## config.mk

```make
export PLATFORM = sky130hd
export DESIGN_NAME = calibration_table_interpolator_unit
export DESIGN_NICKNAME = d
export VERILOG_FILES = /design/src/rtl/cti_pkg.sv /design/src/rtl/cti_datapath.sv /design/src/rtl/cti_ctrl.sv /design/src/rtl/calibration_table_interpolator_unit.sv
export SDC_FILE = /design/constraint.sdc
export NUM_CORES = 2
export LEC_CHECK = 0
export ABC_AREA = 1
export ABC_CLOCK_PERIOD_IN_PS = 7000
export BUFFER_PORTS_ARGS = -buffer_cell sky130_fd_sc_hd__buf_2
export CAP_MARGIN = 20
export CORE_UTILIZATION = 25
export DETAILED_ROUTE_END_ITERATION = 6
export GPL_TIMING_DRIVEN = 0
export SYNTH_ARGS = -nofsm -noshare
export SYNTH_HDL_FRONTEND = slang
export SYNTH_HIERARCHICAL = 1
export SYNTH_SLANG_ARGS = --single-unit
```

## constraint.sdc

```tcl
create_clock -name clock -period 7 [get_ports clock]
set_clock_uncertainty 0.1 [all_clocks]
set_input_delay 0.7 -clock clock [delete_from_list [all_inputs] [get_ports clock]]
set_output_delay 0.7 -clock clock [all_outputs]
set_load 0.02 [all_outputs]
```

## src/rtl/cti_pkg.sv

```systemverilog
package cti_pkg;

   localparam int TABLE_ENTRIES_DEFAULT = 16;

   localparam int KEY_W    = 15;
   localparam int VALUE_W  = 16;
   localparam int SAMPLE_W = 16;
   localparam int INDEX_W  = 4;
   localparam int LEN_W    = 5;
   localparam int QUOT_W   = 16;
   localparam int PROD_W   = KEY_W + QUOT_W;
   localparam int DCNT_W   = $clog2(QUOT_W);

   localparam logic [LEN_W-1:0] TABLE_LENGTH_RESET = LEN_W'(16);

   localparam logic CMD_WRITE  = 1'b0;
   localparam logic CMD_LOOKUP = 1'b1;

   typedef enum logic [1:0] {
      STATUS_INTERP = 2'd0,
      STATUS_FIRST  = 2'd1,
      STATUS_LAST   = 2'd2
   } range_status_type;

   typedef struct packed {
      logic             write;
      logic             start;
      logic             read;
      logic             advance;
      logic             mul;
      logic             div_init;
      logic             div_step;
      logic             out_load;
      range_status_type out_status;
   } cti_cmd_type;

   typedef struct packed {
      logic key_below;
      logic first;
      logic last;
      logic div_last;
   } cti_status_type;

endpackage

```

## src/rtl/cti_datapath.sv

```systemverilog
module cti_datapath
   import cti_pkg::*;
#(
   parameter int TABLE_ENTRIES = TABLE_ENTRIES_DEFAULT
) (
   input  logic                       clock,
   input  logic                       reset,
   input  cti_cmd_type                cmd,
   output cti_status_type             status,
   input  logic [INDEX_W-1:0]         req_entry_index,
   input  logic [KEY_W-1:0]           req_entry_key,
   input  logic signed [VALUE_W-1:0]  req_entry_value,
   input  logic [SAMPLE_W-1:0]        req_sample,
   input  logic                       csr_write_enable,
   input  logic [LEN_W-1:0]           csr_write_data,
   output logic signed [VALUE_W-1:0]  rsp_converted_value,
   output logic [1:0]                 rsp_range_status
);

   localparam int AW = $clog2(TABLE_ENTRIES);

   logic [KEY_W-1:0]   key_mem   [TABLE_ENTRIES];
   logic [VALUE_W-1:0] value_mem [TABLE_ENTRIES];

   logic [LEN_W-1:0]    table_length_ff;
   logic [SAMPLE_W-1:0] sample_ff;
   logic [AW-1:0]       idx_ff;
   logic [AW-1:0]       last_idx_ff;
   logic [AW-1:0]       last_idx_in;
   logic [KEY_W-1:0]    key_rd_ff;
   logic [VALUE_W-1:0]  val_rd_ff;
   logic [KEY_W-1:0]    prev_key_ff;
   logic [VALUE_W-1:0]  prev_val_ff;
   logic [PROD_W-1:0]   prod_ff;
   logic [KEY_W-1:0]    dn_ff;
   logic                neg_ff;
   logic [VALUE_W-1:0]  base_ff;
   logic [KEY_W-1:0]    rem_ff;
   logic [QUOT_W-1:0]   quot_ff;
   logic [DCNT_W-1:0]   div_cnt_ff;
   logic [VALUE_W-1:0]  out_value_ff;
   logic [1:0]          out_status_ff;

   logic                wr_in_range;
   logic [VALUE_W:0]    dv;
   logic [VALUE_W:0]    dv_mag;
   logic [KEY_W-1:0]    a_diff;
   logic [KEY_W-1:0]    d_diff;
   logic [PROD_W-1:0]   prod;
   logic [KEY_W:0]      trial;
   logic                q_bit;
   logic [VALUE_W-1:0]  interp;

   assign wr_in_range = 32'(req_entry_index) < 32'(TABLE_ENTRIES);

   always_comb begin
      if (table_length_ff == '0) begin
         last_idx_in = '0;
      end else if (32'(table_length_ff) > 32'(TABLE_ENTRIES)) begin
         last_idx_in = AW'(TABLE_ENTRIES - 1);
      end else begin
         last_idx_in = AW'(table_length_ff - LEN_W'(1));
      end
   end

   // Keys before the match lie at or above the sample, so both differences are
   // non-negative and the division works on magnitudes only.
   assign dv     = {val_rd_ff[VALUE_W-1], val_rd_ff} - {prev_val_ff[VALUE_W-1], prev_val_ff};
   assign dv_mag = dv[VALUE_W] ? (~dv + 1'b1) : dv;
   assign a_diff = prev_key_ff - sample_ff[KEY_W-1:0];
   assign d_diff = prev_key_ff - key_rd_ff;
   assign prod   = {{KEY_W{1'b0}}, dv_mag[VALUE_W-1:0]} * {{QUOT_W{1'b0}}, a_diff};

   assign trial  = {rem_ff, quot_ff[QUOT_W-1]};
   assign q_bit  = trial >= {1'b0, dn_ff};
   assign interp = base_ff + (neg_ff ? (~quot_ff + 1'b1) : quot_ff);

   assign status.key_below = {1'b0, key_rd_ff} < sample_ff;
   assign status.first     = idx_ff == '0;
   assign status.last      = idx_ff == last_idx_ff;
   assign status.div_last  = div_cnt_ff == DCNT_W'(QUOT_W - 1);

   always_ff @(posedge clock) begin
      if (reset) begin
         table_length_ff <= TABLE_LENGTH_RESET;
      end else if (csr_write_enable) begin
         table_length_ff <= csr_write_data;
      end
   end

   always_ff @(posedge clock) begin
      if (cmd.write && wr_in_range) begin
         key_mem[AW'(req_entry_index)]   <= req_entry_key;
         value_mem[AW'(req_entry_index)] <= req_entry_value;
      end
      if (cmd.read) begin
         key_rd_ff <= key_mem[idx_ff];
         val_rd_ff <= value_mem[idx_ff];
      end
   end

   always_ff @(posedge clock) begin
      if (cmd.start) begin
         sample_ff   <= req_sample;
         idx_ff      <= '0;
         last_idx_ff <= last_idx_in;
      end else if (cmd.advance) begin
         idx_ff      <= idx_ff + AW'(1);
         prev_key_ff <= key_rd_ff;
         prev_val_ff <= val_rd_ff;
      end
      if (cmd.mul) begin
         prod_ff <= prod;
         dn_ff   <= d_diff;
         neg_ff  <= dv[VALUE_W];
         base_ff <= prev_val_ff;
      end
      if (cmd.div_init) begin
         rem_ff     <= prod_ff[PROD_W-1:QUOT_W];
         quot_ff    <= prod_ff[QUOT_W-1:0];
         div_cnt_ff <= '0;
      end else if (cmd.div_step) begin
         rem_ff     <= q_bit ? KEY_W'(trial - {1'b0, dn_ff}) : trial[KEY_W-1:0];
         quot_ff    <= {quot_ff[QUOT_W-2:0], q_bit};
         div_cnt_ff <= div_cnt_ff + DCNT_W'(1);
      end
      if (cmd.out_load) begin
         out_value_ff  <= (cmd.out_status == STATUS_INTERP) ? interp : val_rd_ff;
         out_status_ff <= cmd.out_status;
      end
   end

   assign rsp_converted_value = out_value_ff;
   assign rsp_range_status    = out_status_ff;

endmodule

```

## src/rtl/cti_ctrl.sv

```systemverilog
module cti_ctrl
   import cti_pkg::*;
(
   input  logic           clock,
   input  logic           reset,
   input  logic           req_valid,
   output logic           req_ready,
   input  logic           req_cmd,
   output logic           rsp_valid,
   input  logic           rsp_ready,
   input  cti_status_type status,
   output cti_cmd_type    cmd
);

   typedef enum logic [2:0] {
      IDLE,
      FETCH,
      TEST,
      MUL,
      DIV_INIT,
      DIV,
      FINISH
   } state_type;

   state_type        state_ff, state_in;
   range_status_type code_ff, code_in;
   logic             rsp_valid_ff, rsp_valid_in;

   assign req_ready = state_ff == IDLE;
   assign rsp_valid = rsp_valid_ff;

   always_comb begin
      state_in       = state_ff;
      code_in        = code_ff;
      rsp_valid_in   = rsp_valid_ff && !rsp_ready;
      cmd            = '0;
      cmd.out_status = code_ff;
      unique case (state_ff)
         IDLE: begin
            if (req_valid) begin
               if (req_cmd == CMD_WRITE) begin
                  cmd.write = 1'b1;
               end else begin
                  cmd.start = 1'b1;
                  state_in  = FETCH;
               end
            end
         end
         FETCH: begin
            cmd.read = 1'b1;
            state_in = TEST;
         end
         TEST: begin
            if (status.key_below) begin
               if (status.first) begin
                  code_in  = STATUS_FIRST;
                  state_in = FINISH;
               end else begin
                  code_in  = STATUS_INTERP;
                  state_in = MUL;
               end
            end else if (status.last) begin
               code_in  = STATUS_LAST;
               state_in = FINISH;
            end else begin
               cmd.advance = 1'b1;
               state_in    = FETCH;
            end
         end
         MUL: begin
            cmd.mul  = 1'b1;
            state_in = DIV_INIT;
         end
         DIV_INIT: begin
            cmd.div_init = 1'b1;
            state_in     = DIV;
         end
         DIV: begin
            cmd.div_step = 1'b1;
            if (status.div_last) begin
               state_in = FINISH;
            end
         end
         FINISH: begin
            if (!rsp_valid_ff || rsp_ready) begin
               cmd.out_load = 1'b1;
               rsp_valid_in = 1'b1;
               state_in     = IDLE;
            end
         end
         default: begin
            state_in = IDLE;
         end
      endcase
   end

   always_ff @(posedge clock) begin
      if (reset) begin
         state_ff     <= IDLE;
         code_ff      <= STATUS_INTERP;
         rsp_valid_ff <= 1'b0;
      end else begin
         state_ff     <= state_in;
         code_ff      <= code_in;
         rsp_valid_ff <= rsp_valid_in;
      end
   end

endmodule

```

## src/rtl/calibration_table_interpolator_unit.sv

```systemverilog
// Converts raw sensor readings through a calibration table of key and value
// pairs held in descending key order.
// Input channel (req_*): a word with req_cmd low writes req_entry_key and
// req_entry_value at req_entry_index and gives no result; a word with req_cmd
// high looks up req_sample and gives one result word on the rsp_* channel.
// Configuration: csr_write_enable loads csr_write_data into the table length.
// A lookup that matches at table entry m searches entries 0 to m, one table
// read and one compare per entry, and then either clamps or interpolates,
// using a multiply step, a divider load and a restoring divider that forms
// the quotient bit by bit. The next word is taken once the result sits in
// the output register.
// A finished result waits in the output register while rsp_ready is low; a
// write word is still taken meanwhile, but a second lookup holds in its last
// step until the pending result is taken.
// Reset clears the control state and the pending result and sets the table
// length to 16. Table entries are undefined until written.
module calibration_table_interpolator_unit
   import cti_pkg::*;
#(
   parameter int TABLE_ENTRIES = TABLE_ENTRIES_DEFAULT
) (
   input  logic                       clock,
   input  logic                       reset,
   input  logic                       req_valid,
   output logic                       req_ready,
   input  logic                       req_cmd,
   input  logic [INDEX_W-1:0]         req_entry_index,
   input  logic [KEY_W-1:0]           req_entry_key,
   input  logic signed [VALUE_W-1:0]  req_entry_value,
   input  logic [SAMPLE_W-1:0]        req_sample,
   output logic                       rsp_valid,
   input  logic                       rsp_ready,
   output logic signed [VALUE_W-1:0]  rsp_converted_value,
   output logic [1:0]                 rsp_range_status,
   input  logic                       csr_write_enable,
   input  logic [LEN_W-1:0]           csr_write_data
);

   cti_cmd_type    cmd;
   cti_status_type status;

   cti_ctrl u_ctrl (
      .clock     (clock),
      .reset     (reset),
      .req_valid (req_valid),
      .req_ready (req_ready),
      .req_cmd   (req_cmd),
      .rsp_valid (rsp_valid),
      .rsp_ready (rsp_ready),
      .status    (status),
      .cmd       (cmd)
   );

   cti_datapath #(
      .TABLE_ENTRIES (TABLE_ENTRIES)
   ) u_datapath (
      .clock               (clock),
      .reset               (reset),
      .cmd                 (cmd),
      .status              (status),
      .req_entry_index     (req_entry_index),
      .req_entry_key       (req_entry_key),
      .req_entry_value     (req_entry_value),
      .req_sample          (req_sample),
      .csr_write_enable    (csr_write_enable),
      .csr_write_data      (csr_write_data),
      .rsp_converted_value (rsp_converted_value),
      .rsp_range_status    (rsp_range_status)
   );

`ifndef ASSERT_OFF
   a_no_overwrite: assert property (@(posedge clock) disable iff (reset)
      cmd.out_load |-> (!rsp_valid || rsp_ready))
      else $error("pending result overwritten");

   a_write_when_idle: assert property (@(posedge clock) disable iff (reset)
      cmd.write |-> (req_valid && req_ready))
      else $error("table write outside an accepted word");

   a_start_fetches: assert property (@(posedge clock) disable iff (reset)
      cmd.start |=> (cmd.read && !req_ready))
      else $error("lookup did not begin with a table read");

   a_div_ends: assert property (@(posedge clock) disable iff (reset)
      (cmd.div_step && status.div_last) |=> !cmd.div_step)
      else $error("divider ran past its last step");
`endif

endmodule
```

* Word-level counts from Yosys, hierarchy flattened
Memory sizes are Yosys's and may differ from the RTL's. A register that Yosys moved wholly into a read port is not among the register bits.
Index checks and enable logic that the tools add are counted.
** Storage, ports and cells
- Register bits after elaboration :: 182
- Bits in writable memories :: 496
- Input port bits :: 62
- Output and inout port bits :: 20
- Word-level logic and storage cells :: 99
- Memories :: 2
** Memories
- u_datapath.value_mem :: words 16, width 16, read ports 1, clocked after memory_dff 1, write ports 1, RTL line cti_datapath.sv:23 : logic [VALUE_W-1:0] value_mem [TABLE_ENTRIES];
- u_datapath.key_mem :: words 16, width 15, read ports 1, clocked after memory_dff 1, write ports 1, RTL line cti_datapath.sv:22 : logic [KEY_W-1:0] key_mem [TABLE_ENTRIES];
** Cells by class
- Add/sub/neg operators :: 10
- $mul :: 1
- $lt $le $gt $ge :: 3
- Eq/ne operators :: 12
- Multiplexer cells :: 37
- Bitwise gates (word level) :: 3
- Reductions and logical operators :: 13
** Operators with widths (count)
- $mux 16 :: 5
- $mux 15 :: 3
- $sub 15x15->15 :: 3
- $add 16x1->16 const B :: 2
- $not 16->16 :: 2
- $mul 16x15->31 :: 1
- $mux 3 :: 7
- $pmux 3 s7 :: 1
- $sub 16x16->17 :: 1
- $add 16x16->16 :: 1
- $ge 16x15->1 :: 1
- $lt 15x16->1 :: 1
- $mux 1 :: 16
- $eq 3x3->1 const B :: 3
- $add 4x1->4 const B :: 2
- $mux 2 :: 4
- $eq 3x2->1 const B :: 2
- $gt 5x5->1 const B :: 1
- $logic_not 5->1 :: 1
- $eq 4x4->1 :: 1
- $eq 4x4->1 const B :: 1
- $logic_not 4->1 :: 1
- $mux 4 :: 1
- $ne 2x1->1 const B :: 2
- other kinds (12) :: 16

* Logic depth before layout (Yosys ltp)
- Depth in word-level cells :: 5
- Gate-level depth with buffers :: 39
- Gate-level depth less buffers :: 39

* Cells and area by module
Netlist, hierarchy kept.
** By module, submodules not included
- cti_datapath :: instances 1, cells each 3651, area an instance 39155.1 um^2, sequential area each 20980.1 um^2
- cti_ctrl :: instances 1, cells each 64, area an instance 377.9 um^2, sequential area each 120.1 um^2

* Worst setup path before layout
No wires, ideal clock.
- Kind :: register -> register
- From :: register u_datapath.val_rd_ff[0] (read register of u_datapath.value_mem)
- To :: register u_datapath.prod_ff[25] (data pin)
- Library setup time :: 0.260 ns
- Arrival :: 6.872 ns
- Required time :: 6.640 ns
- Setup slack :: -0.232 ns
- Stages on the path, launching flop included :: 37
- Path buffers :: 0
- Clock period less this slack :: 7.232 ns
- Cell sequence :: edfxtp_1 > inv_1 > ha_1 > fa_1 > ha_1 > inv_1 > nor2_2 > nand2_1 > nor2_2 > nand2_2 > nor2_4 > nand2_1 > nand2_2 > nand2_1 > nand2_4 > nor2_1 > fa_1 > inv_1 > fa_1 > inv_1 > fa_1 > inv_1 > fa_1 > inv_1 > fa_1 > inv_1 > fa_1 > inv_1 > ha_1 > a21o_1 > a21boi_0 > o21ai_0 > nor2_1 > o21ai_0 > nand2_1 > nand2_1 > xor2_1
** Between the ends
- Word-level cells in the longest chain between the ends :: 5
** Ends and longest elaborated chain
- start: declaration :: RTL line cti_datapath.sv:31 : logic [VALUE_W-1:0] val_rd_ff;
- $sub 16x16->17 (*) :: RTL line cti_datapath.sv:68 : assign dv = {val_rd_ff[VALUE_W-1], val_rd_ff} - {prev_val_ff[VALUE_W-1], prev_val_ff};
- $not 16->16 :: RTL line cti_datapath.sv:69 : assign dv_mag = dv[VALUE_W] ? (~dv + 1'b1) : dv;
- $add 16x1->16 :: RTL line cti_datapath.sv:69
- $mux 16 (*) :: RTL line cti_datapath.sv:69
- $mul 16x15->31 (*) :: RTL line cti_datapath.sv:72 : assign prod = {{KEY_W{1'b0}}, dv_mag[VALUE_W-1:0]} * {{QUOT_W{1'b0}}, a_diff};
- named net u_datapath.prod[25] :: RTL line cti_datapath.sv:49 : logic [PROD_W-1:0] prod;
- end signal: assignment :: RTL line cti_datapath.sv:113 : prod_ff <= prod;
- end: declaration :: RTL line cti_datapath.sv:34 : logic [PROD_W-1:0] prod_ff;
The timed path passes the listed nets; every way through them passes the cells marked *.
A chain may end at the register's enable or synchronous reset.

* Final worst setup path
- From :: register u_datapath.val_rd_ff[0] (read register of u_datapath.value_mem)
- To :: register u_datapath.prod_ff[26] (data pin)
** Between the ends
- Elaborated cells on any way between the ends :: 5
- Classes of those cells :: 2 x add/sub; 1 x mul; 1 x mux; 1 x bitwise
** RTL lines
- $sub 16x16->17 :: RTL line cti_datapath.sv:68
- named net u_datapath.dv[16] :: RTL line cti_datapath.sv:45 : logic [VALUE_W:0] dv;
- $mux 16 :: RTL line cti_datapath.sv:69
- $mul 16x15->31 :: RTL line cti_datapath.sv:72
- named net u_datapath.prod[26] :: RTL line cti_datapath.sv:49
The timed path passes the listed nets, and every way through them passes these cells.

==> impl_metrics.env <==
export IMPL_io_buffer_count=81
export IMPL_core_rowCount=145
export IMPL_ant_nets=0
export IMPL_slew_viol_final=0
export IMPL_path_class="register to register"
export IMPL_numCtsBuffers=77
export IMPL_yosys_top_cells_area="edfxtp_1, fa_1, ha_1"
export IMPL_final_common_cell="edfxtp_1"
export IMPL_startpoint="u_datapath/val_rd_ff[0]$_DFFE_PP_"
export IMPL_cp_slowest_stage_delay_ns=0.57
export IMPL_yosysSeqAreaShare_pct=53.4
export IMPL_finalSetupViolCount=20
export IMPL_status="finished, violations left"
export IMPL_clk_path_buf_depth=3
export IMPL_clk_latency_ns=0.65
export IMPL_htree_num_levels=3
export IMPL_via_per_inst=4.79
export IMPL_final_cell_mix="edfxtp_1, nand2_1, nor2_1"
export IMPL_slowest_stage="fa_1"
export IMPL_grt_max_degree=34
export IMPL_drive_gt1_share_pct=14.5
export IMPL_syn_area_mm2=0.0395
export IMPL_synth_edf_count=690
export IMPL_yosysTopAreaCell="edfxtp_1"
export IMPL_critPathArrivalTime_ns=7.93
export IMPL_ys_seq_elements=709
export IMPL_worstPathRequired_ns=7.36
export IMPL_fp_dieH_um=400
export IMPL_ys_flop_type="edfxtp_1"
export IMPL_wl_per_cell_um=20.0
export IMPL_gp_congestion=0.945
export IMPL_grt_pass1_wl_mm=181
export IMPL_drt_pass1_iterations=6
export IMPL_fin_crit_ns=7.57
export IMPL_start_util_pct=25.2
export IMPL_yosys_warnings=6
export IMPL_setup_tns_final_ns=-8.63
export IMPL_synthDominantCellAreaShare_pct=52.4
export IMPL_clock_sinks=709
export IMPL_grt_overflow=0
export IMPL_finalHoldViolations=0
export IMPL_critPathLaunchType="register"
export IMPL_rsz0062_at_grt="yes"
export IMPL_ff2ff_path_depth=39
export IMPL_r2r_slack_ns=-0.57
export IMPL_period_share_pct=108
export IMPL_utilization_pct=30.3
export IMPL_syn_avg_cell_area_um2=10.6
export IMPL_clk_pin_slew_ns=0.07
export IMPL_stdcell_count=6108
export IMPL_cts_tree="built"
export IMPL_holdCritStartpoint="req_sample[9]"
export IMPL_slew_limit_headroom_pct=21.5
export IMPL_endpoint_kind="register"
export IMPL_grtUsageTotal_pct=15.0
export IMPL_whs_path_depth=1
export IMPL_antenna_found_initial=12
export IMPL_holdCritPathClass="input port to register"
export IMPL_dieArea_mm2=0.160
export IMPL_synth_async_reset_ratio_pct=0
export IMPL_grt_pass1_vias=28976
export IMPL_tightest_slew_ns=1.18
export IMPL_synth_cells=3715
export IMPL_hpwl_mm=89.0
export IMPL_cts_root_buf="clkbuf_16"
export IMPL_area_delta_synth_final_pct=19.8
export IMPL_drc=0
export IMPL_dp_cells=5878
export IMPL_timing_rr_start="u_datapath/val_rd_ff[0]$_DFFE_PP_"
export IMPL_drv_cap=0
export IMPL_drtIter0Drc=3076
export IMPL_die_w_um=400
export IMPL_clock_fmax_ghz=0.132
export IMPL_synth_nets=4151
export IMPL_core_area_mm2=0.157
export IMPL_pre_cts_ws_ns=-1.15
export IMPL_violations="negative setup slack"
export IMPL_worst_slack_ns=-0.571
export IMPL_cp_max_fo=10
export IMPL_fin_nets=4428
export IMPL_ios=82
export IMPL_vias=29248
export IMPL_synthDistinctLibCells=55
export IMPL_wirelength_mm=122
critical path, delay by kind of cell (launching register included):
| kind | cells | cell delay [ns] |
|---|---|---|
| fa+ha+maj | 9 | 3.96 |
| simple gates | 18 | 1.48 |
| buf+inv | 10 | 0.99 |
| flops | 1 | 0.44 |
| compound gates | 1 | 0.21 |
| xor+xnor | 1 | 0.18 |
logic make-up after synthesis:
kind of cell,after synthesis,share of synthesized area (%)
xor gates and xnor gates,91,2.08
adders and majority gates,374,15.4
and+or+nand+nor,1238,13.1
buffers and inverters,593,5.71
DFF,709,53.4
AOI/OAI and AO/OA,710,10.3
area by class of cell:
type	count	area [um2]
Buffer	126	515
Fill cell	15934	109000
Clock inverter	44	349
Multi-Input combinational cell	2413	17400
Inverter	467	1800
Tap cell	2058	2570
Clock buffer	91	1990
Antenna cell	2	5.00
Timing Repair Buffer	198	1670
Sequential cell	709	21100
per-layer routing:
metal  track usage [%]  vias up  wire (um)  share of wire, %
met5                 0        -         44             0.036
met4              4.68        8       3770               3.1
met3              3.15      249      10600               8.7
met2              23.9     1300      55400                45
met1              20.3    14406      52400                43
li1                  -    13285          -                 -
timing repair:
action	in CTS	in global routing
endpoints found under the setup margin	23	21
pin swaps	92	68
buffers inserted	70	22
gates resized for setup	167	74
hold buffers	0	0
gates cloned	0	1
final timing paths:
| kind | endpoint |
|---|---|
| max | u_datapath/prod_ff[26]$_DFFE_PP_ |
| min | u_datapath/sample_ff[9]$_DFFE_PP_ |
| max reg2reg | u_datapath/prod_ff[26]$_DFFE_PP_ |
| min reg2reg | u_datapath/base_ff[10]$_DFFE_PP_ |
registers in the layout, indices dropped and copies added (netlist names), 16 cells and up:
signal                          count
u_datapath/quot_ff                 16
u_datapath/value_mem              256
u_datapath/val_rd_ff               16
u_datapath/rsp_converted_value     16
u_datapath/sample_ff               16
u_datapath/base_ff                 16
u_datapath/prod_ff                 31
u_datapath/prev_val_ff             16
u_datapath/key_mem                240
synth_stat cells, types with 8 or more instances:
master,n
edfxtp_1,690
nand2_1,500
nor2_1,490
inv_1,447
o21ai_0,356
ha_1,189
fa_1,185
nand3_1,134
a21oi_1,128
clkbuf_1,111
o22ai_1,80
xor2_1,56
o221ai_1,45
xnor2_1,33
nor3_1,27
o211ai_1,22
dfxtp_1,19
nand2_2,19
nand4_1,15
a31oi_1,13
a21o_1,11
inv_2,11
nand3_2,11
a21oi_2,10
buf_1,9
o21bai_1,8
per-stage QoR:
step	area (um2)	hold slack, ns
floorplan	39700	0.326
global placement	42600	0.328
detailed placement	43300	0.338
CTS	46900	0.0964
global route	47400	0.111
finish	47400	0.137
Power is not shown: default switching activity piles up to over one toggle a cycle in this logic, so the estimate is an artifact.
